**src/rtl/bchd_pkg.sv**
```systemverilog
// ----------------------------------------------------------------------------
// bchd_pkg: shared types, constants and GF(64) arithmetic
// Field polynomial x^6+x+1, exponent/log tables built at elaboration.
// ----------------------------------------------------------------------------
`default_nettype none

package bchd_pkg;

	localparam int CW_LEN     = 63;
	localparam int NSYN       = 22;
	localparam int MAX_ERRORS = 11;
	localparam int DATA_W     = 16;
	localparam int DATA_LSB   = 47;

	localparam logic [6:0] GF_POLY = 7'h43;

	typedef logic [5:0]                 gf_t;
	typedef logic [63:0][5:0]           gf_tab_t;
	typedef logic [MAX_ERRORS:0][5:0]   poly_t;
	typedef logic [NSYN-1:0][5:0]       syn_t;

	typedef struct packed {
		logic clr;
		logic en;
	} syn_ctl_t;

	typedef enum logic [3:0] {
		ST_IDLE,
		ST_SYN,
		ST_CHECK,
		ST_FACT,
		ST_UPD,
		ST_COMMIT,
		ST_DINIT,
		ST_DISC,
		ST_CLOAD,
		ST_CHIEN,
		ST_CEND,
		ST_OUT
	} state_t;

	typedef enum logic [1:0] {
		STS_OK     = 2'd0,
		STS_ROOTS  = 2'd1,
		STS_DEGREE = 2'd2
	} status_t;

	function automatic gf_t gf_mul(input gf_t a, input gf_t b);
		logic [10:0] p;
		p = '0;
		for (int i = 0; i < 6; i++) begin
			if (b[i]) p = p ^ ({5'b0, a} << i);
		end
		for (int i = 10; i >= 6; i--) begin
			if (p[i]) p = p ^ ({4'b0, GF_POLY} << (i - 6));
		end
		return p[5:0];
	endfunction

	function automatic gf_tab_t build_exp();
		gf_tab_t t;
		logic [6:0] v;
		t = '0;
		v = 7'd1;
		for (int k = 0; k < 63; k++) begin
			t[k] = v[5:0];
			v = v << 1;
			if (v[6]) v = v ^ GF_POLY;
		end
		t[63] = '0;
		return t;
	endfunction

	function automatic gf_tab_t build_log();
		gf_tab_t t;
		gf_tab_t e;
		t = '0;
		e = build_exp();
		for (int k = 0; k < 63; k++) begin
			t[e[k]] = 6'(k);
		end
		return t;
	endfunction

	localparam gf_tab_t GF_EXP = build_exp();
	localparam gf_tab_t GF_LOG = build_log();

endpackage

`default_nettype wire

```
**src/rtl/bch_63_16_decoder_top.sv**
```systemverilog
// ----------------------------------------------------------------------------
// bch_63_16_decoder_top: BCH(63,16) decoder
// Syndromes, Berlekamp iteration on one shared GF multiplier, Chien search.
// ----------------------------------------------------------------------------
//  channel  signals                                   dir
//  in       in_valid, in_ready, codeword[62:0]        sink
//  out      out_valid, out_ready, data_word[15:0],    source
//           corrected_count[3:0], status[1:0]
//
//  A clean word goes from the syndromes straight to the output. Otherwise
//  each of the 22 Berlekamp steps updates the locator if the discrepancy is
//  nonzero; the next discrepancy is formed after each of the first 21 steps,
//  then the Chien search runs. A degree above 11 goes straight to the output.
//  One item at a time; in_ready is high only in idle. A result waits in the
//  output register while the next transfer is taken. Reset clears control.
// ----------------------------------------------------------------------------
`default_nettype none

module bch_63_16_decoder_top (
	input  wire logic        clk,
	input  wire logic        arst_n,
	input  wire logic        in_valid,
	output logic             in_ready,
	input  wire logic [62:0] codeword,
	output logic             out_valid,
	input  wire logic        out_ready,
	output logic [15:0]      data_word,
	output logic [3:0]       corrected_count,
	output logic [1:0]       status
);

	bchd_pkg::state_t   state_q, state_d;
	bchd_pkg::syn_ctl_t syn_ctl;
	bchd_pkg::syn_t     syn;

	logic [62:0]        cw_q;
	logic [5:0]         bit_q;
	logic [4:0]         step_q;
	logic [3:0]         k_q;
	logic [3:0]         deg_q, degn_q, bdeg_q;
	logic signed [5:0]  gap_q, bgap_q;
	logic [4:0]         bidx_q;
	bchd_pkg::gf_t      disc_q, bdisc_q, fact_q, acc_q;
	bchd_pkg::poly_t    cur_q, nxt_q, best_q, chr_q;
	logic [5:0]         n_q, roots_q;
	logic [15:0]        mask_q;
	logic [15:0]        res_data_q;
	logic [3:0]         res_cnt_q;
	bchd_pkg::status_t  res_sts_q;
	logic               out_valid_q;
	logic [15:0]        out_data_q;
	logic [3:0]         out_cnt_q;
	bchd_pkg::status_t  out_sts_q;

	logic [4:0]         shift;
	logic [5:0]         degb_sh, deg_n;
	logic               deg_big;
	logic [6:0]         log_diff;
	logic [5:0]         fidx;
	logic [5:0]         kd;
	logic               upd_hit, disc_hit;
	logic [4:0]         syn_addr;
	bchd_pkg::gf_t      syn_rd;
	bchd_pkg::gf_t      mul_a, mul_b, mul_p;
	bchd_pkg::poly_t    chn;
	bchd_pkg::gf_t      ch_sum;
	logic               syn_any;
	logic               out_free;

	bchd_syn u_syn (
		.clk (clk),
		.ctl (syn_ctl),
		.din (cw_q[bit_q]),
		.syn (syn)
	);

	assign syn_ctl.clr = (state_q == bchd_pkg::ST_IDLE) && in_valid;
	assign syn_ctl.en  = (state_q == bchd_pkg::ST_SYN);
	assign syn_any     = |syn;
	assign in_ready    = (state_q == bchd_pkg::ST_IDLE);
	assign out_free    = !out_valid_q || out_ready;

	assign shift    = step_q - bidx_q;
	assign degb_sh  = 6'(bdeg_q) + 6'(shift);
	assign deg_n    = (6'(deg_q) > degb_sh) ? 6'(deg_q) : degb_sh;
	assign deg_big  = (disc_q != '0) && (deg_n > 6'(bchd_pkg::MAX_ERRORS));
	assign log_diff = {1'b0, bchd_pkg::GF_LOG[disc_q]} - {1'b0, bchd_pkg::GF_LOG[bdisc_q]};
	assign fidx     = log_diff[6] ? 6'(log_diff + 7'd63) : log_diff[5:0];

	assign kd       = 6'(k_q) - 6'(shift);
	assign upd_hit  = {1'b0, k_q} >= shift;
	assign disc_hit = {1'b0, k_q} <= step_q;
	assign syn_addr = (state_q == bchd_pkg::ST_DINIT) ? step_q : step_q - 5'(k_q);
	assign syn_rd   = syn[syn_addr];

	always_comb begin
		if (state_q == bchd_pkg::ST_UPD) begin
			mul_a = fact_q;
			mul_b = upd_hit ? best_q[kd[3:0]] : '0;
		end else begin
			mul_a = syn_rd;
			mul_b = disc_hit ? cur_q[k_q] : '0;
		end
	end

	assign mul_p = bchd_pkg::gf_mul(mul_a, mul_b);

	always_comb begin
		chn    = '0;
		ch_sum = 6'd1;
		for (int m = 1; m <= bchd_pkg::MAX_ERRORS; m++) begin
			chn[m] = bchd_pkg::gf_mul(chr_q[m], bchd_pkg::GF_EXP[m]);
			ch_sum = ch_sum ^ chn[m];
		end
	end

	always_ff @(posedge clk or negedge arst_n) begin
		if (!arst_n) begin
			state_q     <= bchd_pkg::ST_IDLE;
			out_valid_q <= 1'b0;
		end else begin
			state_q <= state_d;
			if (state_q == bchd_pkg::ST_OUT && out_free) begin
				out_valid_q <= 1'b1;
			end else if (out_ready) begin
				out_valid_q <= 1'b0;
			end
		end
	end

	always_comb begin
		state_d = state_q;
		unique case (state_q)
			bchd_pkg::ST_IDLE: begin
				if (in_valid) state_d = bchd_pkg::ST_SYN;
			end
			bchd_pkg::ST_SYN: begin
				if (bit_q == 6'(bchd_pkg::CW_LEN - 1)) state_d = bchd_pkg::ST_CHECK;
			end
			bchd_pkg::ST_CHECK: begin
				state_d = syn_any ? bchd_pkg::ST_FACT : bchd_pkg::ST_OUT;
			end
			bchd_pkg::ST_FACT: begin
				if (deg_big) state_d = bchd_pkg::ST_OUT;
				else if (disc_q == '0) state_d = bchd_pkg::ST_COMMIT;
				else state_d = bchd_pkg::ST_UPD;
			end
			bchd_pkg::ST_UPD: begin
				if (k_q == degn_q) state_d = bchd_pkg::ST_COMMIT;
			end
			bchd_pkg::ST_COMMIT: begin
				state_d = (step_q == 5'(bchd_pkg::NSYN)) ? bchd_pkg::ST_CLOAD
				                                         : bchd_pkg::ST_DINIT;
			end
			bchd_pkg::ST_DINIT: begin
				state_d = (deg_q == '0) ? bchd_pkg::ST_FACT : bchd_pkg::ST_DISC;
			end
			bchd_pkg::ST_DISC: begin
				if (k_q == deg_q) state_d = bchd_pkg::ST_FACT;
			end
			bchd_pkg::ST_CLOAD: begin
				state_d = bchd_pkg::ST_CHIEN;
			end
			bchd_pkg::ST_CHIEN: begin
				if (n_q == 6'(bchd_pkg::CW_LEN)) state_d = bchd_pkg::ST_CEND;
			end
			bchd_pkg::ST_CEND: begin
				state_d = bchd_pkg::ST_OUT;
			end
			bchd_pkg::ST_OUT: begin
				if (out_free) state_d = bchd_pkg::ST_IDLE;
			end
			default: state_d = bchd_pkg::ST_IDLE;
		endcase
	end

	always_ff @(posedge clk) begin
		case (state_q)
			bchd_pkg::ST_IDLE: begin
				if (in_valid) begin
					cw_q  <= codeword;
					bit_q <= '0;
				end
			end
			bchd_pkg::ST_SYN: begin
				bit_q <= bit_q + 6'd1;
			end
			bchd_pkg::ST_CHECK: begin
				res_data_q <= cw_q[62:bchd_pkg::DATA_LSB];
				res_cnt_q  <= '0;
				res_sts_q  <= bchd_pkg::STS_OK;
				step_q     <= 5'd1;
				disc_q     <= syn[0];
				deg_q      <= '0;
				gap_q      <= '0;
				cur_q      <= bchd_pkg::poly_t'(6'd1);
				best_q     <= bchd_pkg::poly_t'(6'd1);
				bdeg_q     <= '0;
				bdisc_q    <= 6'd1;
				bgap_q     <= -6'sd1;
				bidx_q     <= '0;
			end
			bchd_pkg::ST_FACT: begin
				degn_q <= (disc_q == '0) ? deg_q : deg_n[3:0];
				fact_q <= bchd_pkg::GF_EXP[fidx];
				k_q    <= '0;
				if (deg_big) begin
					res_data_q <= cw_q[62:bchd_pkg::DATA_LSB];
					res_cnt_q  <= '0;
					res_sts_q  <= bchd_pkg::STS_DEGREE;
				end
			end
			bchd_pkg::ST_UPD: begin
				nxt_q[k_q] <= cur_q[k_q] ^ mul_p;
				k_q        <= k_q + 4'd1;
			end
			bchd_pkg::ST_COMMIT: begin
				if (disc_q != '0) begin
					for (int i = 0; i <= bchd_pkg::MAX_ERRORS; i++) begin
						cur_q[i] <= (4'(i) <= degn_q) ? nxt_q[i] : '0;
					end
					if (gap_q >= bgap_q) begin
						best_q  <= cur_q;
						bdeg_q  <= deg_q;
						bdisc_q <= disc_q;
						bgap_q  <= gap_q;
						bidx_q  <= step_q;
					end
				end
				deg_q <= degn_q;
				gap_q <= $signed(6'(step_q) - 6'(degn_q));
			end
			bchd_pkg::ST_DINIT: begin
				if (deg_q == '0) begin
					disc_q <= syn_rd;
					step_q <= step_q + 5'd1;
				end else begin
					acc_q <= syn_rd;
					k_q   <= 4'd1;
				end
			end
			bchd_pkg::ST_DISC: begin
				if (k_q == deg_q) begin
					disc_q <= acc_q ^ mul_p;
					step_q <= step_q + 5'd1;
				end else begin
					acc_q <= acc_q ^ mul_p;
					k_q   <= k_q + 4'd1;
				end
			end
			bchd_pkg::ST_CLOAD: begin
				chr_q   <= cur_q;
				n_q     <= 6'd1;
				roots_q <= '0;
				mask_q  <= '0;
			end
			bchd_pkg::ST_CHIEN: begin
				for (int m = 1; m <= bchd_pkg::MAX_ERRORS; m++) begin
					chr_q[m] <= chn[m];
				end
				n_q <= n_q + 6'd1;
				if (ch_sum == '0) begin
					roots_q <= roots_q + 6'd1;
					if (n_q >= 6'(bchd_pkg::DATA_LSB + 1)) begin
						mask_q[4'(n_q - 6'(bchd_pkg::DATA_LSB + 1))] <= 1'b1;
					end
				end
			end
			bchd_pkg::ST_CEND: begin
				if (roots_q == 6'(deg_q)) begin
					res_data_q <= cw_q[62:bchd_pkg::DATA_LSB] ^ mask_q;
					res_cnt_q  <= deg_q;
					res_sts_q  <= bchd_pkg::STS_OK;
				end else begin
					res_data_q <= cw_q[62:bchd_pkg::DATA_LSB];
					res_cnt_q  <= '0;
					res_sts_q  <= bchd_pkg::STS_ROOTS;
				end
			end
			bchd_pkg::ST_OUT: begin
				if (out_free) begin
					out_data_q <= res_data_q;
					out_cnt_q  <= res_cnt_q;
					out_sts_q  <= res_sts_q;
				end
			end
			default: begin
			end
		endcase
	end

	assign out_valid       = out_valid_q;
	assign data_word       = out_data_q;
	assign corrected_count = out_cnt_q;
	assign status          = out_sts_q;

endmodule

`default_nettype wire

```
**src/rtl/bchd_syn.sv**
```systemverilog
// ----------------------------------------------------------------------------
// bchd_syn: syndrome lanes
// Horner evaluation of S1..S22, one codeword bit per cycle, bit 0 first.
// ----------------------------------------------------------------------------
`default_nettype none

module bchd_syn (
	input  wire logic               clk,
	input  wire bchd_pkg::syn_ctl_t ctl,
	input  wire logic               din,
	output bchd_pkg::syn_t          syn
);

	bchd_pkg::syn_t acc_q;

	always_ff @(posedge clk) begin
		if (ctl.clr) begin
			acc_q <= '0;
		end else if (ctl.en) begin
			for (int n = 0; n < bchd_pkg::NSYN; n++) begin
				acc_q[n] <= bchd_pkg::gf_mul(acc_q[n], bchd_pkg::GF_EXP[n + 1]) ^ {5'b0, din};
			end
		end
	end

	assign syn = acc_q;

endmodule

`default_nettype wire
```
**config.mk**
```make
export PLATFORM = sky130hd
export DESIGN_NAME = bch_63_16_decoder_top
export DESIGN_NICKNAME = d
export VERILOG_FILES = /design/src/rtl/bchd_pkg.sv /design/src/rtl/bch_63_16_decoder_top.sv /design/src/rtl/bchd_syn.sv
export SDC_FILE = /design/constraint.sdc
export NUM_CORES = 1
export LEC_CHECK = 0
export BUFFER_PORTS_ARGS = -buffer_cell sky130_fd_sc_hd__buf_2
export CAP_MARGIN = 10
export CORE_MARGIN = 2
export CORE_UTILIZATION = 31
export CTS_CLUSTER_SIZE = 24
export DETAILED_ROUTE_END_ITERATION = 10
export SKIP_LAST_GASP = 1
export SLEW_MARGIN = 25
export SYNTH_ARGS = -nofsm -noshare
export SYNTH_HDL_FRONTEND = slang
export SYNTH_SLANG_ARGS = --single-unit
```
**constraint.sdc**
```tcl
create_clock -name clk -period 11.74 [get_ports clk]
set_input_delay 1.174 -clock clk [delete_from_list [all_inputs] [get_ports clk]]
set_output_delay 1.174 -clock clk [all_outputs]
set_load 0.01 [all_outputs]
```
==> results of run 1 <==
[kinds of logic (layout without fill, tap and decap cells)]
| group | count (synthesis) | after routing | synth area share |
|---|---|---|---|
| adders and majority gates | 123 | 123 | 0.0457 |
| muxes | 126 | 126 | 0.0578 |
| DFF | 634 | 634 | 0.507 |
| and+or+nand+nor | 984 | 984 | 0.134 |
| other | 0 | 1 | 0 |
| buffers and inverters | 334 | 417 | 0.0394 |
| AOI/OAI and AO/OA | 580 | 580 | 0.108 |
| xor gates and xnor gates | 412 | 412 | 0.109 |
[registers in the layout, indices dropped and copies added (netlist names), 16 cells and up, named ones only]
| signal | count |
|---|---|
| res_data_q | 16 |
| nxt_q | 72 |
| mask_q | 16 |
| chr_q | 66 |
| cur_q | 72 |
| u_syn.syn | 132 |
| data_word | 16 |
| cw_q | 63 |
| best_q | 72 |
[layout by cell type, fill, tap and decap left out, drive strengths merged, types with 7 or more instances in the layout]
cell	instances
mux4	57
inv	156
or2	9
xor2	103
a31oi	25
clkinv	22
nor2	235
nor4	20
nand2	355
nor3	39
and2	64
a21o	17
ha	117
a32oi	9
nand3	37
o31ai	7
and3	102
xnor2	300
a211oi	70
o211ai	19
mux2i	55
edfxtp	485
nand4	20
mux2	14
a21oi	190
a32o	13
xnor3	7
dfxtp	144
or3	36
nor2b	26
nand2b	25
o21ai	149
a222oi	7
clkbuf	97
buf	135
[critical path, delay by kind of cell, from the launching register on]
family	cells	cell delay (ns)
AOI/OAI and AO/OA	6	1.68
xor gates and xnor gates	2	0.74
adders and majority gates	4	2.11
buffers and inverters	4	0.71
DFF	1	0.43
muxes	2	0.58
and+or+nand+nor	3	0.72
[cell type report]
class,instances,area (sq um),share of cell area
clock inverter,33,339,0.00866
antenna,1,2.50,0.0000639
multi-input combinational,2225,16000,0.408
sequential,634,17600,0.449
clock buffer,97,1990,0.0508
inverter,152,571,0.0146
timing repair buffer,135,840,0.0215
tap,1488,1860,0.0476
[synth_stat cells (all sizes together) (7+ instances only)]
master	number
nand3	37
o21ai	149
a21o	17
edfxtp	485
nor2b	26
a222oi	7
nand2	355
mux2i	55
nor2	235
and3	102
xnor2	300
nand2b	25
xnor3	7
mux4	57
or2	9
a211oi	70
mux2	14
o211ai	19
nor4	20
or3	36
o31ai	7
inv	151
dfxtp	144
a21oi	190
a32oi	9
a32o	13
nor3	39
nand4	20
a31oi	25
and2	64
buf	48
ha	117
clkbuf	134
xor2	103
[through the flow]
| stage | instances | cell area (sq um) | setup WS (ns) | hold WS [ns] |
|---|---|---|---|---|
| 6_report | 4765 | 39100 | 4.62 | 0.326 |
| 2_1_floorplan | 3193 | 34700 | 1.17 | 0.400 |
| 4_1_cts | 4762 | 39100 | 4.62 | 0.299 |
| 3_5_place_dp | 4632 | 36700 | 4.65 | 0.405 |
| 5_1_grt | 4764 | 39100 | 4.24 | 0.319 |
| 3_3_place_gp | 4631 | 36700 | 4.78 | 0.402 |
[worst paths after layout]
kind	from	end	slack (ns)	depth (start not counted)
worst max-delay path	step_q[0]	flip-flop	4.62	21
worst min-delay path	arst_n	state_q[2]	0.33	1
worst max register to register	step_q[0]	flip-flop	4.62	21
worst min register to register	res_cnt_q[0]	corrected_count[0]	0.40	0
max in group asynchronous	arst_n	state_q[3]	11.27	1
min in group clk	res_cnt_q[0]	corrected_count[0]	0.40	0
[metal layers]
metal / share of wire / vias up
li1: - / 11500
met1: 0.45 / 11800
met2: 0.46 / 890
met3: 0.069 / 122
met4: 0.021 / 2
met5: 0.00014 / -
==> reports/qor.yml, run 1 <==
gp_congestion: 0.910
synth_seq_cells: 634
root_buffer: "clkbuf_16"
cpPeakStageDelay_ns: 1.11
ioPinCount: 91
yosysTopAreaCellShare: 0.420
rsz0062_at_grt: "false"
gr-usage-met1: 0.232
synth_edf_count: 485
finalMaxSlewViolations: 0
drv_cap: 0
place_hpwl_microns: 66200
track_usage: 0.161
critPathMostFrequentCell: "inv_1"
slew_headroom: 0.277
grt_util_met3: 0.0241
synthToLayoutAreaGrowth_pct: 12.8
clk_pin_slew_ns: 0.06
endpoint_kind: "flip-flop"
start_util: 0.313
fp.dieH_microns: 339
ctsResizeCount: 0
async_flop_share: 0.00789
fmax_mhz: 140
drt-total-wl_microns: 94600
grt_max_degree: 116
ys_top_cells_by_area: "edfxtp_1, dfxtp_1, xnor2_1"
drt-wirelength-per-cell_microns: 19.8
cts-buffers-inserted: 73
fin_crit_sh: 0.607
synth.avg_cell_area_sq_um: 10.9
postCtsSetupBuffers: 0
die_area_sq_um: 115000
cts_max_level: 3
first_global_vias: 22900
synth_cell_types: 97
gr-total-overflow: 0
cts_tree: "done"
vias_per_cell: 5.09
top_usage_layer: "met2"
postLayoutCoreUtil: 0.353
antenna_left: 0
start_kind: "flip-flop"
clock_skew_ns: 0.0386
required_ns: 12.26
criticalPathCategory: "reg -> reg"
yosys_warnings: 0
ys_seq_area_frac: 0.507
via_count: 24300
worstPathArrival_ns: 7.64
hold_path.class: "in -> async"
clk_path_buf_depth: 3
worstPathCellList: "inv_1, ha_1, inv_1, fa_1, inv_1, fa_1, mux4_2, mux2i_1, nor3_1, a211oi_1, nand2b_1, xnor3_2, xnor2_1, o211ai_1, nand2_1, inv_1, ha_1, a21boi_1, a2111oi_1, a2bb2oi_1, a22oi_1"
nNetsFinal: 3411
synth_top_area_cell: "edfxtp_1"
setup_viol: 0
syn_nets: 3383
drive_gt1_frac: 0.113
hold_viol_final: 0
setup_tns_ns: 0
slowest_stage: "fa_1"
fill_cells: 11000
cts_hold_buf: 0
netlist_instances: 3193
port_buffers: 90
status: "finished, final reports clean"
synth_ff_type: "edfxtp_1"
worst_pin_slew_ns: 1.08
die_width_microns: 339
initialDrtViolationCount: 2870
clkLatencyLatePin_ns: 0.65
cp_max_fo: 18
dr.pass1.iters: 8
period_needed_ns: 7.12
syn_area_sq_um: 34700
grt_pass1_wl_microns: 144000
core_area_sq_um: 111000
grt_antenna_before_repair: 4
grt_use_met2: 0.251
num_rows: 122
drc: 0
clkSinkCount: 634
Power of run 1 is left out: the tool's default activity adds up to more than one toggle a clock period on the data nets, which glitch-free logic cannot reach.
==> inputs of run 2 (changes only) <==
==> constraint.sdc (replaced) <==
create_clock -name clk -period 7.5 [get_ports clk]
set_input_delay 0.75 -clock clk [delete_from_list [all_inputs] [get_ports clk]]
set_output_delay 0.75 -clock clk [all_outputs]
set_load 0.01 [all_outputs]
==> reports/qor.yml, run 2 (synthesized netlist as in run 1, its figures left out) <==
crit_family: "XOR/XNOR gates"
drt-total-wl_microns: 94000  # -0.64%
first_global_vias: 23600  # +2.8%
dr.pass1.iters: 8  # unchanged
startpoint: "step_q[0]"
worstReg2RegStart: "step_q[0]"
cts_hold_buf: 1  # +1
num_rows: 122  # unchanged
track_usage: 0.161  # -0.000224
status: "finished, final reports clean"
layout_commonest_cell: "edfxtp_1"
slew_headroom: 0.305  # +0.0280
fp.dieH_microns: 339  # unchanged
drc: 0  # unchanged
clkLatencyLatePin_ns: 0.64  # about the same
cts_max_level: 3  # unchanged
finalMaxSlewViolations: 0  # unchanged
die_width_microns: 339  # unchanged
die_area_sq_um: 115000  # unchanged
setup_viol: 0  # unchanged
slowest_stage: "xnor2_1"
hold_viol_final: 0  # unchanged
crit_buf_inv: 4  # unchanged
clkSinkCount: 634  # unchanged
cts-buffers-inserted: 73  # unchanged
ioPinCount: 91  # unchanged
postCtsSetupBuffers: 0  # unchanged
place_ws_ns: 0.705  # -3.95 ns
worstPathCellList: "inv_1, ha_1, inv_1, fa_1, xor2_1, inv_1, ha_1, a21o_1, a31oi_1, xnor2_1, mux2i_1, nor3_1, a211oi_1, nand2b_1, xnor3_2, xnor2_1, o211ai_1, nand2_1, ha_1, inv_1, nor3_1, a211oi_1, a21o_1, a311oi_1"
postLayoutCoreUtil: 0.355  # +0.00228
drt-wirelength-per-cell_microns: 19.6  # -1.2%
gr-total-overflow: 0  # unchanged
cp_max_fo: 12  # -6
setup_tns_ns: 0  # unchanged
start_util: 0.313  # unchanged
ff2ff_setup_slack_ns: 0.59  # -4.03 ns
cts_tree: "done"
ctsResizeCount: 0  # unchanged
vias_per_cell: 5.12  # +0.49%
grt_antenna_before_repair: 2  # -2
reg2regPathDepth: 24  # +14%
rsz0062_at_grt: "false"
clk_path_buf_depth: 3  # unchanged
largest_reg_flops: 132  # unchanged
start_kind: "flip-flop"
synthToLayoutAreaGrowth_pct: 13.6
worstHoldStart: "codeword[0]"
final_cell_mix: "edfxtp_1, nand2_1, xnor2_1, nor2_1, a21oi_1"
hold_path.class: "in -> reg"
fin_crit_sh: 0.921  # +0.315
clock_skew_ns: 0.0282  # -0.0103 ns
nNetsFinal: 3433  # +0.64%
drive_gt1_frac: 0.121  # +0.00789
grt_pass1_wl_microns: 144000  # -0.12%
worstPathArrival_ns: 7.45  # -0.19 ns
via_count: 24500  # +1.0%
whs_ns: 0.293  # -0.0335 ns
required_ns: 8.04  # -4.22 ns
core_area_sq_um: 111000  # unchanged
gp_congestion: 0.915  # +0.51%
hold_path_end: "cw_q[0]"
whs_path_depth: 1
antenna_left: 0  # unchanged
place_hpwl_microns: 66200  # +0.11%
cpPeakStageDelay_ns: 0.75  # -0.36 ns
critPathMostFrequentCell: "inv_1"
port_buffers: 90  # unchanged
setup_ws_ns: 0.591  # -4.03 ns
period_needed_ns: 6.91  # -0.213 ns
fmax_mhz: 145  # +3.1%
criticalPathCategory: "reg -> reg"
clk_pin_slew_ns: 0.06  # about the same
endpoint_kind: "flip-flop"
worst_pin_slew_ns: 1.03  # -0.0442 ns
initialDrtViolationCount: 2551  # -11%
grt_max_degree: 115  # -0.86%
drv_cap: 0  # unchanged
root_buffer: "clkbuf_16"
## run 2: cell types whose count changed in the layout (fill, tap and decap cells not counted), sizes merged
cell,before,now
buf,135,156
clkinv,22,25
bufinv,5,7
clkbuf,97,95
clkinvlp,2,4
dlygate4sd3,0,1
inv,156,155
## run 2: how the worst max path moves through the flow
stage | to | slack, ns | cells after the start
after global placement | flip-flop | 0.75 | 25
after detailed placement | flip-flop | 0.71 | 25
after global routing | flip-flop | 0.08 | 24
final | flip-flop | 0.59 | 24
after CTS | flip-flop | 0.68 | 25
after floorplan | flip-flop | 0.41 | 14
## run 2: layer usage
| layer | up-vias | GRT usage | share of wire |
|---|---|---|---|
| met2 | 845 | 0.255 | 0.46 |
| met5 | - | 0 | 0.00012 |
| li1 | 11500 | - | - |
| met3 | 146 | 0.0326 | 0.069 |
| met4 | 2 | 0.0468 | 0.024 |
| met1 | 12000 | 0.221 | 0.44 |
## run 2: stage by stage
stage	instances	instance area (sq um)
2_1_floorplan	3193	34700
3_3_place_gp	4655	36800
3_5_place_dp	4655	36900
4_1_cts	4790	39400
5_1_grt	4790	39400
6_report	4791	39400
## run 2: layout make-up
cell class                 count  area [sq um]
multi-input combinational   2225         15900
fill                       11000         71400
tap                         1488          1860
timing repair buffer         157           972
sequential                   634         17600
antenna                        1          2.50
clock inverter                39           397
clock buffer                  95          2090
inverter                     152           571
Power of run 2 is left out for the same reason.
